**src/hw/rtl/cmd_pkg.sv**
```systemverilog
`timescale 1ns / 1ps
// ----------------------------------------------------------------------------
// Clock multiplier/divider package
// Shared widths, register indexes and the control bundle between the edge
// timer and the phase generators.
// ----------------------------------------------------------------------------
package cmd_pkg;

  localparam int unsigned CfgIdxWidth  = 2;
  localparam int unsigned CfgDataWidth = 16;
  localparam int unsigned ElapsedWidth = 16;
  localparam int unsigned ShiftWidth   = 2;

  localparam logic [CfgIdxWidth-1:0] CfgDebounce   = 2'd0;
  localparam logic [CfgIdxWidth-1:0] CfgTriggerLen = 2'd1;
  localparam logic [CfgIdxWidth-1:0] CfgSlowShift  = 2'd2;
  localparam logic [CfgIdxWidth-1:0] CfgFastShift  = 2'd3;

  localparam logic [CfgDataWidth-1:0] DebounceReset   = 16'd2000;
  localparam logic [CfgDataWidth-1:0] TriggerLenReset = 16'd4000;
  localparam logic [ShiftWidth-1:0]   SlowShiftReset  = 2'd1;
  localparam logic [ShiftWidth-1:0]   FastShiftReset  = 2'd2;

  // Edge counter values (edges_q in the edge timer)
  localparam logic [1:0] EdgesNone  = 2'd0;
  localparam logic [1:0] EdgesFirst = 2'd1;
  localparam logic [1:0] EdgesLocked = 2'd2;

  typedef struct packed {
    logic set_period;  // accepted edge: load new period, maybe snap phase
    logic advance;     // step the phase by the elapsed time
  } phase_cmd_t;

endpackage

```
**src/hw/rtl/cmd_in_if.sv**
```systemverilog
`timescale 1ns / 1ps
// ----------------------------------------------------------------------------
// Sample stream interface
// Valid/ready channel carrying one clock level sample and its elapsed time.
// ----------------------------------------------------------------------------
interface cmd_in_if;
  logic                                valid;
  logic                                ready;
  logic                                clock_level;
  logic [cmd_pkg::ElapsedWidth-1:0]    elapsed_us;

  modport source (output valid, output clock_level, output elapsed_us, input ready);
  modport sink (input valid, input clock_level, input elapsed_us, output ready);
  modport monitor (input valid, input clock_level, input elapsed_us, input ready);
endinterface

```
**src/hw/rtl/cmd_out_if.sv**
```systemverilog
`timescale 1ns / 1ps
// ----------------------------------------------------------------------------
// Output level stream interface
// Valid/ready channel carrying the trigger, gate and beat levels.
// ----------------------------------------------------------------------------
interface cmd_out_if;
  logic valid;
  logic ready;
  logic trig_a;
  logic gate_a;
  logic trig_b;
  logic gate_b;
  logic beat_flag;

  modport source (output valid, output trig_a, output gate_a, output trig_b,
                  output gate_b, output beat_flag, input ready);
  modport sink (input valid, input trig_a, input gate_a, input trig_b,
                input gate_b, input beat_flag, output ready);
  modport monitor (input valid, input trig_a, input gate_a, input trig_b,
                   input gate_b, input beat_flag, input ready);
endinterface

```
**src/hw/rtl/cmd_edge_timer.sv**
```systemverilog
`timescale 1ns / 1ps
// ----------------------------------------------------------------------------
// Edge timer
// Saturating time-since-edge counter, debounced rising edge detection,
// beat toggle and derivation of the two output periods.
// ----------------------------------------------------------------------------
module cmd_edge_timer #(
  parameter int unsigned TimeWidth = 32
) (
  input  logic                                 clk_i,
  input  logic                                 rst_ni,
  input  logic                                 en_i,
  input  logic                                 level_i,
  input  logic [cmd_pkg::ElapsedWidth-1:0]     elapsed_i,
  input  logic [cmd_pkg::CfgDataWidth-1:0]     debounce_i,
  input  logic [cmd_pkg::ShiftWidth-1:0]       slow_shift_i,
  input  logic [cmd_pkg::ShiftWidth-1:0]       fast_shift_i,
  output cmd_pkg::phase_cmd_t                  cmd_o,
  output logic [TimeWidth-1:0]                 period_a_o,
  output logic [TimeWidth-1:0]                 period_b_o,
  output logic                                 beat_o
);

  localparam int unsigned ShiftMax = (1 << cmd_pkg::ShiftWidth) - 1;

  logic                 prev_q, prev_d;
  logic [1:0]           edges_q, edges_d;
  logic [TimeWidth-1:0] since_q, since_d;
  logic                 beat_q, beat_d;

  logic [TimeWidth:0]          since_sum;
  logic [TimeWidth-1:0]        since_sat;
  logic [TimeWidth+ShiftMax-1:0] slow_wide;
  logic                        rise, first_edge, acc_edge;

  always_comb begin
    since_sum = {1'b0, since_q} + (TimeWidth + 1)'(elapsed_i);
    since_sat = since_sum[TimeWidth] ? '1 : since_sum[TimeWidth-1:0];

    rise       = !prev_q && level_i;
    first_edge = rise && (edges_q == cmd_pkg::EdgesNone);
    acc_edge   = rise && (edges_q != cmd_pkg::EdgesNone)
                 && (since_sat > TimeWidth'(debounce_i));

    prev_d  = level_i;
    since_d = (first_edge || acc_edge) ? '0 : since_sat;
    beat_d  = beat_q ^ acc_edge;
    edges_d = edges_q;
    if (first_edge) begin
      edges_d = cmd_pkg::EdgesFirst;
    end else if (acc_edge && edges_q == cmd_pkg::EdgesFirst) begin
      edges_d = cmd_pkg::EdgesLocked;
    end

    // output A period saturates on overflow of the left shift
    slow_wide  = (TimeWidth + ShiftMax)'(since_sat) << slow_shift_i;
    period_a_o = (slow_wide[TimeWidth+ShiftMax-1:TimeWidth] != '0) ? '1
                 : slow_wide[TimeWidth-1:0];
    period_b_o = since_sat >> fast_shift_i;

    cmd_o.set_period = acc_edge;
    cmd_o.advance    = (edges_d == cmd_pkg::EdgesLocked) && (elapsed_i != '0);
  end

  assign beat_o = beat_q;

  always_ff @(posedge clk_i or negedge rst_ni) begin
    if (!rst_ni) begin
      prev_q  <= 1'b0;
      edges_q <= cmd_pkg::EdgesNone;
      since_q <= '0;
      beat_q  <= 1'b0;
    end else if (en_i) begin
      prev_q  <= prev_d;
      edges_q <= edges_d;
      since_q <= since_d;
      beat_q  <= beat_d;
    end
  end

endmodule

```
**src/hw/rtl/cmd_phase_gen.sv**
```systemverilog
`timescale 1ns / 1ps
// ----------------------------------------------------------------------------
// Phase generator
// One output channel: period and phase registers, phase snap on a new period,
// single-subtract wrap, and the held trigger/gate levels.
// ----------------------------------------------------------------------------
module cmd_phase_gen #(
  parameter int unsigned TimeWidth = 32
) (
  input  logic                             clk_i,
  input  logic                             rst_ni,
  input  logic                             en_i,
  input  cmd_pkg::phase_cmd_t              cmd_i,
  input  logic [TimeWidth-1:0]             new_period_i,
  input  logic [cmd_pkg::ElapsedWidth-1:0] elapsed_i,
  input  logic [cmd_pkg::CfgDataWidth-1:0] trig_len_i,
  output logic                             trig_o,
  output logic                             gate_o
);

  logic [TimeWidth-1:0] period_q, period_d;
  logic [TimeWidth-1:0] phase_q, phase_d;
  logic                 trig_q, trig_d;
  logic                 gate_q, gate_d;

  logic [TimeWidth-1:0] tol, phase_sel, phase_nx;
  logic [TimeWidth:0]   sum, wrapped;

  always_comb begin
    tol      = new_period_i >> 3;
    period_d = cmd_i.set_period ? new_period_i : period_q;

    // snap to zero when within an eighth of the new period from either end
    phase_sel = phase_q;
    if (cmd_i.set_period && (phase_q < tol || phase_q > new_period_i - tol)) begin
      phase_sel = '0;
    end

    sum      = {1'b0, phase_sel} + (TimeWidth + 1)'(elapsed_i);
    wrapped  = (sum >= {1'b0, period_d}) ? sum - {1'b0, period_d} : sum;
    phase_nx = wrapped[TimeWidth] ? '1 : wrapped[TimeWidth-1:0];

    phase_d = phase_sel;
    trig_d  = trig_q;
    gate_d  = gate_q;
    if (cmd_i.advance) begin
      phase_d = phase_nx;
      trig_d  = phase_nx < TimeWidth'(trig_len_i);
      gate_d  = phase_nx < (period_d >> 1);
    end
  end

  assign trig_o = trig_q;
  assign gate_o = gate_q;

  always_ff @(posedge clk_i or negedge rst_ni) begin
    if (!rst_ni) begin
      period_q <= '1;
      phase_q  <= '0;
      trig_q   <= 1'b0;
      gate_q   <= 1'b0;
    end else if (en_i) begin
      period_q <= period_d;
      phase_q  <= phase_d;
      trig_q   <= trig_d;
      gate_q   <= gate_d;
    end
  end

endmodule

```
**src/hw/rtl/clock_multiplier_divider_core.sv**
```systemverilog
`timescale 1ns / 1ps
// ----------------------------------------------------------------------------
// Clock multiplier/divider core
// Measures the period of a sampled clock input and produces a slower and a
// faster output, each with a trigger pulse and a 50% gate, plus a beat flag.
// ----------------------------------------------------------------------------
// Throughput is one sample transaction per clock, the result following in the next cycle:
// all per-sample work (counter add, edge/debounce compare, period shifts,
// phase add and single-subtract wrap) settles between the state registers and
// the result register, and a new sample is taken whenever the result register
// is empty or being drained in the same cycle. TIME_WIDTH sets the width of
// the interval counter, periods and phases. Configuration writes are
// expected while no transaction is in flight.
// ----------------------------------------------------------------------------
module clock_multiplier_divider_core #(
  parameter int unsigned TIME_WIDTH = 32
) (
  input  logic                              clk_i,
  input  logic                              rst_ni,
  input  logic                              cfg_we_i,
  input  logic [cmd_pkg::CfgIdxWidth-1:0]   cfg_idx_i,
  input  logic [cmd_pkg::CfgDataWidth-1:0]  cfg_wdata_i,
  cmd_in_if.sink                            item_i,
  cmd_out_if.source                         result_o
);

  logic [cmd_pkg::CfgDataWidth-1:0] debounce_q, trig_len_q;
  logic [cmd_pkg::ShiftWidth-1:0]   slow_shift_q, fast_shift_q;
  logic                             out_valid_q, out_valid_d;
  logic                             accept;

  cmd_pkg::phase_cmd_t    cmd;
  logic [TIME_WIDTH-1:0]  period_a, period_b;

  always_ff @(posedge clk_i or negedge rst_ni) begin
    if (!rst_ni) begin
      debounce_q   <= cmd_pkg::DebounceReset;
      trig_len_q   <= cmd_pkg::TriggerLenReset;
      slow_shift_q <= cmd_pkg::SlowShiftReset;
      fast_shift_q <= cmd_pkg::FastShiftReset;
    end else if (cfg_we_i) begin
      case (cfg_idx_i)
        cmd_pkg::CfgDebounce:   debounce_q   <= cfg_wdata_i;
        cmd_pkg::CfgTriggerLen: trig_len_q   <= cfg_wdata_i;
        cmd_pkg::CfgSlowShift:  slow_shift_q <= cfg_wdata_i[cmd_pkg::ShiftWidth-1:0];
        cmd_pkg::CfgFastShift:  fast_shift_q <= cfg_wdata_i[cmd_pkg::ShiftWidth-1:0];
        default: ;
      endcase
    end
  end

  assign item_i.ready = !out_valid_q || result_o.ready;
  assign accept       = item_i.valid && item_i.ready;

  always_comb begin
    out_valid_d = out_valid_q;
    if (accept) begin
      out_valid_d = 1'b1;
    end else if (result_o.ready) begin
      out_valid_d = 1'b0;
    end
  end

  always_ff @(posedge clk_i or negedge rst_ni) begin
    if (!rst_ni) begin
      out_valid_q <= 1'b0;
    end else begin
      out_valid_q <= out_valid_d;
    end
  end

  assign result_o.valid = out_valid_q;

  cmd_edge_timer #(
    .TimeWidth (TIME_WIDTH)
  ) u_edge_timer (
    .clk_i        (clk_i),
    .rst_ni       (rst_ni),
    .en_i         (accept),
    .level_i      (item_i.clock_level),
    .elapsed_i    (item_i.elapsed_us),
    .debounce_i   (debounce_q),
    .slow_shift_i (slow_shift_q),
    .fast_shift_i (fast_shift_q),
    .cmd_o        (cmd),
    .period_a_o   (period_a),
    .period_b_o   (period_b),
    .beat_o       (result_o.beat_flag)
  );

  cmd_phase_gen #(
    .TimeWidth (TIME_WIDTH)
  ) u_phase_a (
    .clk_i        (clk_i),
    .rst_ni       (rst_ni),
    .en_i         (accept),
    .cmd_i        (cmd),
    .new_period_i (period_a),
    .elapsed_i    (item_i.elapsed_us),
    .trig_len_i   (trig_len_q),
    .trig_o       (result_o.trig_a),
    .gate_o       (result_o.gate_a)
  );

  cmd_phase_gen #(
    .TimeWidth (TIME_WIDTH)
  ) u_phase_b (
    .clk_i        (clk_i),
    .rst_ni       (rst_ni),
    .en_i         (accept),
    .cmd_i        (cmd),
    .new_period_i (period_b),
    .elapsed_i    (item_i.elapsed_us),
    .trig_len_i   (trig_len_q),
    .trig_o       (result_o.trig_b),
    .gate_o       (result_o.gate_b)
  );

endmodule

```
**src/flat_wrapper.sv**
```systemverilog
// flat-port wrapper written by rule: the top's interface ports become plain ports
module clock_multiplier_divider_core_flat 
#(
  parameter int unsigned TIME_WIDTH = 32
)
  (clk_i, rst_ni, cfg_we_i, cfg_idx_i, cfg_wdata_i, item_i_valid, item_i_clock_level, item_i_elapsed_us, item_i_ready, result_o_valid, result_o_trig_a, result_o_gate_a, result_o_trig_b, result_o_gate_b, result_o_beat_flag, result_o_ready);
  cmd_in_if item_i_i ();
  cmd_out_if result_o_i ();
  input  logic clk_i;
  input  logic rst_ni;
  input  logic cfg_we_i;
  input  logic [cmd_pkg::CfgIdxWidth-1:0] cfg_idx_i;
  input  logic [cmd_pkg::CfgDataWidth-1:0] cfg_wdata_i;
  input wire logic [$bits(item_i_i.valid)-1:0] item_i_valid;
  input wire logic [$bits(item_i_i.clock_level)-1:0] item_i_clock_level;
  input wire logic [$bits(item_i_i.elapsed_us)-1:0] item_i_elapsed_us;
  output wire logic [$bits(item_i_i.ready)-1:0] item_i_ready;
  output wire logic [$bits(result_o_i.valid)-1:0] result_o_valid;
  output wire logic [$bits(result_o_i.trig_a)-1:0] result_o_trig_a;
  output wire logic [$bits(result_o_i.gate_a)-1:0] result_o_gate_a;
  output wire logic [$bits(result_o_i.trig_b)-1:0] result_o_trig_b;
  output wire logic [$bits(result_o_i.gate_b)-1:0] result_o_gate_b;
  output wire logic [$bits(result_o_i.beat_flag)-1:0] result_o_beat_flag;
  input wire logic [$bits(result_o_i.ready)-1:0] result_o_ready;
  assign item_i_i.valid = item_i_valid;
  assign item_i_i.clock_level = item_i_clock_level;
  assign item_i_i.elapsed_us = item_i_elapsed_us;
  assign item_i_ready = item_i_i.ready;
  assign result_o_valid = result_o_i.valid;
  assign result_o_trig_a = result_o_i.trig_a;
  assign result_o_gate_a = result_o_i.gate_a;
  assign result_o_trig_b = result_o_i.trig_b;
  assign result_o_gate_b = result_o_i.gate_b;
  assign result_o_beat_flag = result_o_i.beat_flag;
  assign result_o_i.ready = result_o_ready;
  clock_multiplier_divider_core #(.TIME_WIDTH(TIME_WIDTH)) u_core (.clk_i(clk_i), .rst_ni(rst_ni), .cfg_we_i(cfg_we_i), .cfg_idx_i(cfg_idx_i), .cfg_wdata_i(cfg_wdata_i), .item_i(item_i_i), .result_o(result_o_i));
endmodule
```
**config.mk**
```make
export PLATFORM = sky130hd
export DESIGN_NAME = clock_multiplier_divider_core_flat
export DESIGN_NICKNAME = d
export VERILOG_FILES = /design/src/hw/rtl/cmd_pkg.sv /design/src/hw/rtl/cmd_in_if.sv /design/src/hw/rtl/cmd_out_if.sv /design/src/hw/rtl/cmd_edge_timer.sv /design/src/hw/rtl/cmd_phase_gen.sv /design/src/hw/rtl/clock_multiplier_divider_core.sv /design/src/flat_wrapper.sv
export SDC_FILE = /design/constraint.sdc
export NUM_CORES = 1
export LEC_CHECK = 0
export BUFFER_PORTS_ARGS = -buffer_cell sky130_fd_sc_hd__buf_2
export CORE_AREA = 2 2 249 177
export CTS_BUF_LIST = sky130_fd_sc_hd__clkbuf_2
export CTS_CLUSTER_SIZE = 12
export DETAILED_ROUTE_END_ITERATION = 12
export DIE_AREA = 0 0 251 179
export PLACE_DENSITY = 0.87
export RECOVER_POWER = 50
export SYNTH_ARGS = -nofsm -noshare
export SYNTH_HDL_FRONTEND = slang
export SYNTH_SLANG_ARGS = --single-unit
export TNS_END_PERCENT = 20
```
**constraint.sdc**
```tcl
create_clock -name clk_i -period 31.8 [get_ports clk_i]
set_input_delay 4.77 -clock clk_i [delete_from_list [all_inputs] [get_ports clk_i]]
set_output_delay 4.77 -clock clk_i [all_outputs]
set_load 0.01 [all_outputs]
```
* Yosys cells after proc, flatten, opt, wreduce, memory -nomap -nowiden *
Index checks and enable logic that the tools add are counted.

word-level totals
  word-level logic and storage cells = 86
  flip-flop bits (word level) = 205

operators by class
  equal/unequal tests = 5
  muxes and demuxes = 17
  bitwise logic cells = 1
  reduce and logical (&&, ||, !) cells = 26
  add/sub/neg operators = 7
  $lt $le $gt $ge = 11
  shifts and indexed selects = 2

operators with widths
  cell                                                  number
  2-to-1 mux 32 bit                                     11
  adder 32 x 16 -> 33 bit                               3
  greater-or-equal comparator 33 x 32 -> 1 bit          2
  2-to-1 mux 33 bit                                     2
  subtractor 33 x 32 -> 33 bit                          2
  greater-than comparator 32 bit                        2
  less-than comparator 32 x 16 -> 1 bit                 2
  less-than comparator 32 x 29 -> 1 bit                 2
  less-than comparator 32 x 31 -> 1 bit                 2
  subtractor 32 x 29 -> 32 bit                          2
  << shifter 32 x 2 -> 35 bit                           1
  greater-than comparator 32 x 16 -> 1 bit              1
  right shift 32 x 2 -> 32 bit                          1
  nonzero test 16 bit                                   1
  AND reduction 2 bit                                   5
  logical AND 1 bit                                     9
  equality test 2 bit (second input constant)           3
  equality test 2 x 1 -> 1 bit (second input constant)  2
  logical NOT 2 bit                                     2
  logical OR 1 bit                                      4
  2-to-1 mux 2 bit                                      2
  nonzero test 2 bit                                    2
  nonzero test 3 bit                                    1
  logical NOT 1 bit                                     2
  other kinds (2)                                       3

* Logic depth before layout (Yosys ltp) *
  word-level depth = 15
  gate-level depth with buffers = 87
  mapped depth without buffers = 81

* Modules after synthesis *
Synthesis repeated with hierarchy kept, for this count alone.

unflattened totals
  cells, all modules = 3,416
  area total of the unflattened synthesis = 27,747.9 um2

by module, submodules not included
  module                             area each (um2)  seq. area each (um2)  times used  cells an instance
  cmd_phase_gen at u_core.u_phase_b  10,388.7         1,691.6               1           1,298
  cmd_phase_gen at u_core.u_phase_a  10,126.0         1,691.6               1           1,257
  cmd_edge_timer                     5,798.1          900.9                 1           779
  clock_multiplier_divider_core      1,435.1          943.4                 1           82

* Worst setup path before layout *
No wires, ideal clock.

  path kind = input to register
  start = in item_i_elapsed_us[0]
  end = reg u_core.u_phase_b.trig_q, in the netlist u_core.u_phase_b.trig_o
  required time = 31.733 ns
  setup slack = 12.189 ns
  arrival = 19.544 ns
  stages = 76
  cells stage by stage = ha_1 > fa_1 > a211oi_2 > nor2_1 > o311ai_2 > and3_1 > buf_2 > nor2_1 > clkbuf_1 > nor2_1 > inv_1 > mux4_2 > ha_1 > a21o_1 > a21o_1 > a21oi_1 > o21ai_0 > a22o_1 > (+40 left out) > buf_2 > nand2_1 > o21ai_0 > nand2_1 > ha_1 > a21o_1 > a21oi_1 > nor2b_1 > o21ai_0 > nand2b_1 > a21oi_1 > nor2b_1 > o21ai_0 > nand2_1 > a211oi_1 > nand4_1 > nor4_1 > a32o_1

between the ends
  word-level cells in the longest chain between the ends = 13
  elaborated cells on any way between the ends = 25
  classes of those cells = add/sub (4); order compare (5); eq/ne (1); shift (1); mux (7); reduce/logical (7)

ends and longest elaborated chain
  item                                                                                                 line                  RTL
  start: declaration                                                                                   flat_wrapper.sv:16    input wire logic [$bits(item_i_i.elapsed_us)-1:0] item_i_elapsed_us;
  adder 32 x 16 -> 33 bit                                                                              cmd_edge_timer.sv:37  since_sum = {1'b0, since_q} + (TimeWidth + 1)'(elapsed_i);
  2-to-1 mux 32 bit                                                                                    cmd_edge_timer.sv:38  since_sat = since_sum[TimeWidth] ? '1 : since_sum[TimeWidth-1:0];
  right shift 32 x 2 -> 32 bit                                                                         cmd_edge_timer.sv:59  period_b_o = since_sat >> fast_shift_i;
  subtractor 32 x 29 -> 32 bit                                                                         cmd_phase_gen.sv:35   if (cmd_i.set_period && (phase_q < tol || phase_q > new_period_i - tol)) begin
  greater-than comparator 32 bit                                                                       cmd_phase_gen.sv:35
  logical OR 1 bit                                                                                     cmd_phase_gen.sv:35
  logical AND 1 bit                                                                                    cmd_phase_gen.sv:35
  2-to-1 mux 32 bit                                                                                    cmd_phase_gen.sv:35
  adder 32 x 16 -> 33 bit                                                                              cmd_phase_gen.sv:39   sum = {1'b0, phase_sel} + (TimeWidth + 1)'(elapsed_i);
  subtractor 33 x 32 -> 33 bit / greater-or-equal comparator 33 x 32 -> 1 bit (equally long branches)  cmd_phase_gen.sv:40   wrapped = (sum >= {1'b0, period_d}) ? sum - {1'b0, period_d} : sum;
  2-to-1 mux 33 bit                                                                                    cmd_phase_gen.sv:40
  2-to-1 mux 32 bit                                                                                    cmd_phase_gen.sv:41   phase_nx = wrapped[TimeWidth] ? '1 : wrapped[TimeWidth-1:0];
  less-than comparator 32 x 16 -> 1 bit                                                                cmd_phase_gen.sv:48   trig_d = phase_nx < TimeWidth'(trig_len_i);
  end signal: assignment                                                                               cmd_phase_gen.sv:65   trig_q <= trig_d;
  end: declaration                                                                                     cmd_phase_gen.sv:23   logic trig_q, trig_d;

Parallel ways exist; a longest one is shown, timed or not.
A chain may end at the register's enable or synchronous reset.

* Worst setup path after layout *
Same ends and word-level chain as after synthesis.

==> metrics.md <==
| Metric | Value |
|---|---|
| Run status | finished with violations |
| Failing checks | capacitance limit, slew limit |
| Congestion Overflow GR | 0 |
| Post-layout nets | between 3000 and 4000 |
| Antenna-violating nets left | 0 |
| Yosys warns | 0 |
| Number of max-slew violations in the final report | between 200 and 250 |
| DRC errors left | 0 |
| Most used DFF post-synth | sky130_fd_sc_hd__dfrtp_1 |
| Post-synthesis cell type count | approximately 100 |
| Wirelength per Cell | around 23 um |
| Number of antenna violations at the first check in global routing | 3 |
| Maximum fanout along the worst path | 26 |
| Delay of the slowest cell on the worst path | between 0.9 and 1 ns |
| Share of the cycle needed by the critical path after routing | 71.80% |
| Required time worst endpoint | roughly 33 ns |
| Number of iterations in the first detailed-routing pass | 7 |
| Vias in the first global route | ~23000 |
| Site row count | 64 |
| Die height | ~180 um |
| Average instance area after synthesis | between 7 and 8 um^2 |
| Share of post-route cells with drive strength above 1 | around a tenth |
| Sequential-to-total area share from yosys stat | between 20 and 25% |
| Post-placement setup slack | 8.722 ns |
| Achievable frequency | around 44 MHz |
| Buffer and inverter count on the worst path | 3 |
| Final Hold Fails | 0 |
| Initial cell density of the core | between 60% and 70% |
| Synthesized instance count | 3313 |
| Type of destination of the critical path | flip-flop |
| Hold crit path type | flip-flop to flip-flop |
| Die extent in x | 251 um |
| Worst rel slew slack | -240.4% |
| TritonCTS buffer count | 57 |
| DRC violation total after the first TritonRoute iteration | between 3000 and 4000 |
| Count of endpoints failing setup in the final report | 0 |
| Transition time at the pin with the least slew margin | a little over 5 ns |
| Worst Setup Slack, final | around 9.0 ns |
| Wire length of the first global-routing pass | about 140000 um |
| Worst clock skew | around 0.12 ns |
| Vias after detailed routing | 26550 |
| Post-CTS repair timing setup buffer count | 0 |
| Number of ports placed on the die boundary | 47 |
| Core area | 0.04292 mm^2 |
| Clock root buffer | sky130_fd_sc_hd__clkbuf_2 |
| Count of flip-flops with a built-in enable after synthesis | 0 |
| Cell family contributing the most delay on the critical path | compound AO/OA/AOI/OAI gates |
| Final core utilization | 63.50% |
| Area of the die | about 0.045 mm^2 |
| Quantity of hold-fixing buffers added after cts | 0 |
| Routed wire length | around 90000 um |
| Setup repair after global routing missed its margin | false |
| Vias/cell | between 6 and 7 |
| Count of input and output buffers | 46 |
| Number of clock sinks | about 200 |
| Netlist area before placement | about 0.026 mm^2 |
| Worst endpoint data arrival time | 23.85 ns |
| Maxcap violations | 4 |
| Total routing usage reported by global routing | 40.31% |
| Library cell contributing the largest single delay on the critical path | sky130_fd_sc_hd__a2111oi_0 |
| Number of gates given a new drive strength after cts | 0 |
| Worst-path clk slew | around 0.1 ns |
| Setup_tns | 0 ns |
| Maximum number of pins on one net before global-route repair | 94 |
| Area added between synthesis and finish | 4.600% |
| Type of the worst setup path | input port to flip-flop |
| Number of register bits inferred by synthesis | a little over 200 |
| Clock tree from TritonCTS | built |
| Bufs on Longest Clock Path | 3 |
| Detailed Place HPWL | 72490 um |
| Post-synth net total | 3756 |
| Latest clock arrival within the worst-skew pair | 1.17 ns |
| Shortest clock period the worst path allows after layout | about 23 ns |
| Routability Congestion | 1.069 |
| H-tree Lvls | 2 |
| Asr flop ratio synth | 100.0% |
| Element type at the critical path start | input port |
-- layout make-up --
type                    instances  area [um^2]
flip-flops and latches        205         5229
diodes                          4        10.01
clock buffers                  78        390.4
fillers                      3739        15670
well taps                     561        701.9
inverters                     187        701.9
clock inverters                30        163.9
multi-input cells            2799        19660
repair buffers                 71        399.1
-- layer usage --
metal	share of wire, %	global-route usage (%)	routed length (um)	up-vias
met1	42	58.00	39070	12250
met4	3.1	11.66	2876	4
met2	36	50.80	32720	1946
met3	19	21.02	17390	235
li1	-	-	-	12120
met5	0.029	0	27	-
-- cells by family after synthesis --
kind of cell / after synthesis / share of synthesized area [%]
AND/OR/NAND/NOR: 1074 / 19.65
AO/OA/AOI/OAI: 1046 / 25.96
adder cells (fa/ha/maj): 403 / 19.55
buffers and inverters: 309 / 4.590
flip-flops: 205 / 20.06
XOR/XNOR: 185 / 6.218
multiplexers: 91 / 3.966
-- cells in the mapped netlist (12+ instances only) --
library cell,count,area (um^2)
sky130_fd_sc_hd__xnor2_1,106,928.4
sky130_fd_sc_hd__a211oi_1,20,150.1
sky130_fd_sc_hd__nand3_1,50,250.2
sky130_fd_sc_hd__nor2_1,225,844.6
sky130_fd_sc_hd__mux2i_1,47,470.5
sky130_fd_sc_hd__a21oi_1,223,1116
sky130_fd_sc_hd__clkbuf_1,85,319.1
sky130_fd_sc_hd__buf_1,15,56.30
sky130_fd_sc_hd__or3_1,17,106.4
sky130_fd_sc_hd__o211ai_1,43,322.8
sky130_fd_sc_hd__xor2_1,79,691.9
sky130_fd_sc_hd__nand4_1,57,356.6
sky130_fd_sc_hd__a21o_1,96,720.7
sky130_fd_sc_hd__ha_1,396,4955
sky130_fd_sc_hd__or2_2,19,118.9
sky130_fd_sc_hd__o21bai_1,18,135.1
sky130_fd_sc_hd__nor4_1,24,150.1
sky130_fd_sc_hd__nor3_1,47,235.2
sky130_fd_sc_hd__and3_1,29,181.4
sky130_fd_sc_hd__nand2b_1,39,244.0
sky130_fd_sc_hd__a22o_1,65,569.3
sky130_fd_sc_hd__a2111oi_0,12,105.1
sky130_fd_sc_hd__nor2b_1,60,375.4
sky130_fd_sc_hd__a31oi_1,26,162.7
sky130_fd_sc_hd__dfstp_2,78,2049
sky130_fd_sc_hd__dfrtp_1,127,3178
sky130_fd_sc_hd__nand2_1,413,1550
sky130_fd_sc_hd__mux2_2,38,427.9
sky130_fd_sc_hd__buf_2,20,100.1
sky130_fd_sc_hd__and2_1,45,281.5
sky130_fd_sc_hd__inv_1,186,698.2
sky130_fd_sc_hd__o21a_1,48,360.4
sky130_fd_sc_hd__o21ai_0,343,1717
-- through the flow --
step                      area (um^2)  instances  hold WS, ns
after detailed placement        26730       3823       0.4551
after CTS                       27280       3931       0.4743
final                           27260       3935       0.4737
after floorplan                 26060       3313       0.4369
after global placement          26730       3823       0.4471
after global routing            27250       3932       0.5005
-- cells in the final DEF, fill, tap and decap left out, types with 57 or more instances in the layout --
cell                       synthesis  final
sky130_fd_sc_hd__xnor2_1         106    106
sky130_fd_sc_hd__dfrtp_1         127    126
sky130_fd_sc_hd__clkbuf_2          0     78
sky130_fd_sc_hd__dfstp_2          78     78
sky130_fd_sc_hd__nor2b_1          60     60
sky130_fd_sc_hd__nand2_1         413    412
sky130_fd_sc_hd__a21o_1           96     96
sky130_fd_sc_hd__a21oi_1         223    223
sky130_fd_sc_hd__xor2_1           79     79
sky130_fd_sc_hd__inv_1           186    186
sky130_fd_sc_hd__o21ai_0         343    341
sky130_fd_sc_hd__ha_1            396    396
sky130_fd_sc_hd__nor2_1          225    225
sky130_fd_sc_hd__nand4_1          57     57
sky130_fd_sc_hd__a22o_1           65     65
-- final timing paths --
check	end	startpoint	cells past startpoint	slack, ns
max	u_core.u_phase_b.trig_o	item_i_elapsed_us[0]	71	8.97
min	u_core.u_edge_timer.prev_q	u_core.u_edge_timer.prev_q	2	0.47
max reg2reg	u_core.u_phase_b.trig_o	u_core.u_edge_timer.since_q[0]	70	12.39
min reg2reg	u_core.u_edge_timer.prev_q	u_core.u_edge_timer.prev_q	2	0.47
max in group asynchronous	u_core.u_phase_b.phase_q[9]	rst_ni	3	18.94
min in group asynchronous	u_core.slow_shift_q[1]	rst_ni	1	5.46
-- tightest hold or removal path: cells and delay by family, from the launching register on --
kind             cells  cell delay (ns)
flip-flops           1             0.34
AND/OR/NAND/NOR      2             0.11
-- state kept, by name, indices dropped and copies added, names as in the netlist --
register	count
u_core.debounce_q	16
u_core.u_phase_a.trig_o	1
u_core.u_edge_timer.prev_q	1
u_core.u_phase_b.trig_o	1
u_core.u_phase_a.gate_o	1
u_core.u_phase_b.gate_o	1
u_core.slow_shift_q	2
u_core.u_phase_b.phase_q	32
u_core.u_phase_a.phase_q	32
u_core.u_edge_timer.beat_o	1
u_core.trig_len_q	16
u_core.u_phase_a.period_q	32
u_core.fast_shift_q	2
u_core.u_phase_b.period_q	32
u_core.u_edge_timer.edges_q	2
u_core.result_o.valid	1
u_core.u_edge_timer.since_q	32
Power is left out: the tool's default activity adds up to more than one toggle a clock period on the data nets, which glitch-free logic cannot reach.
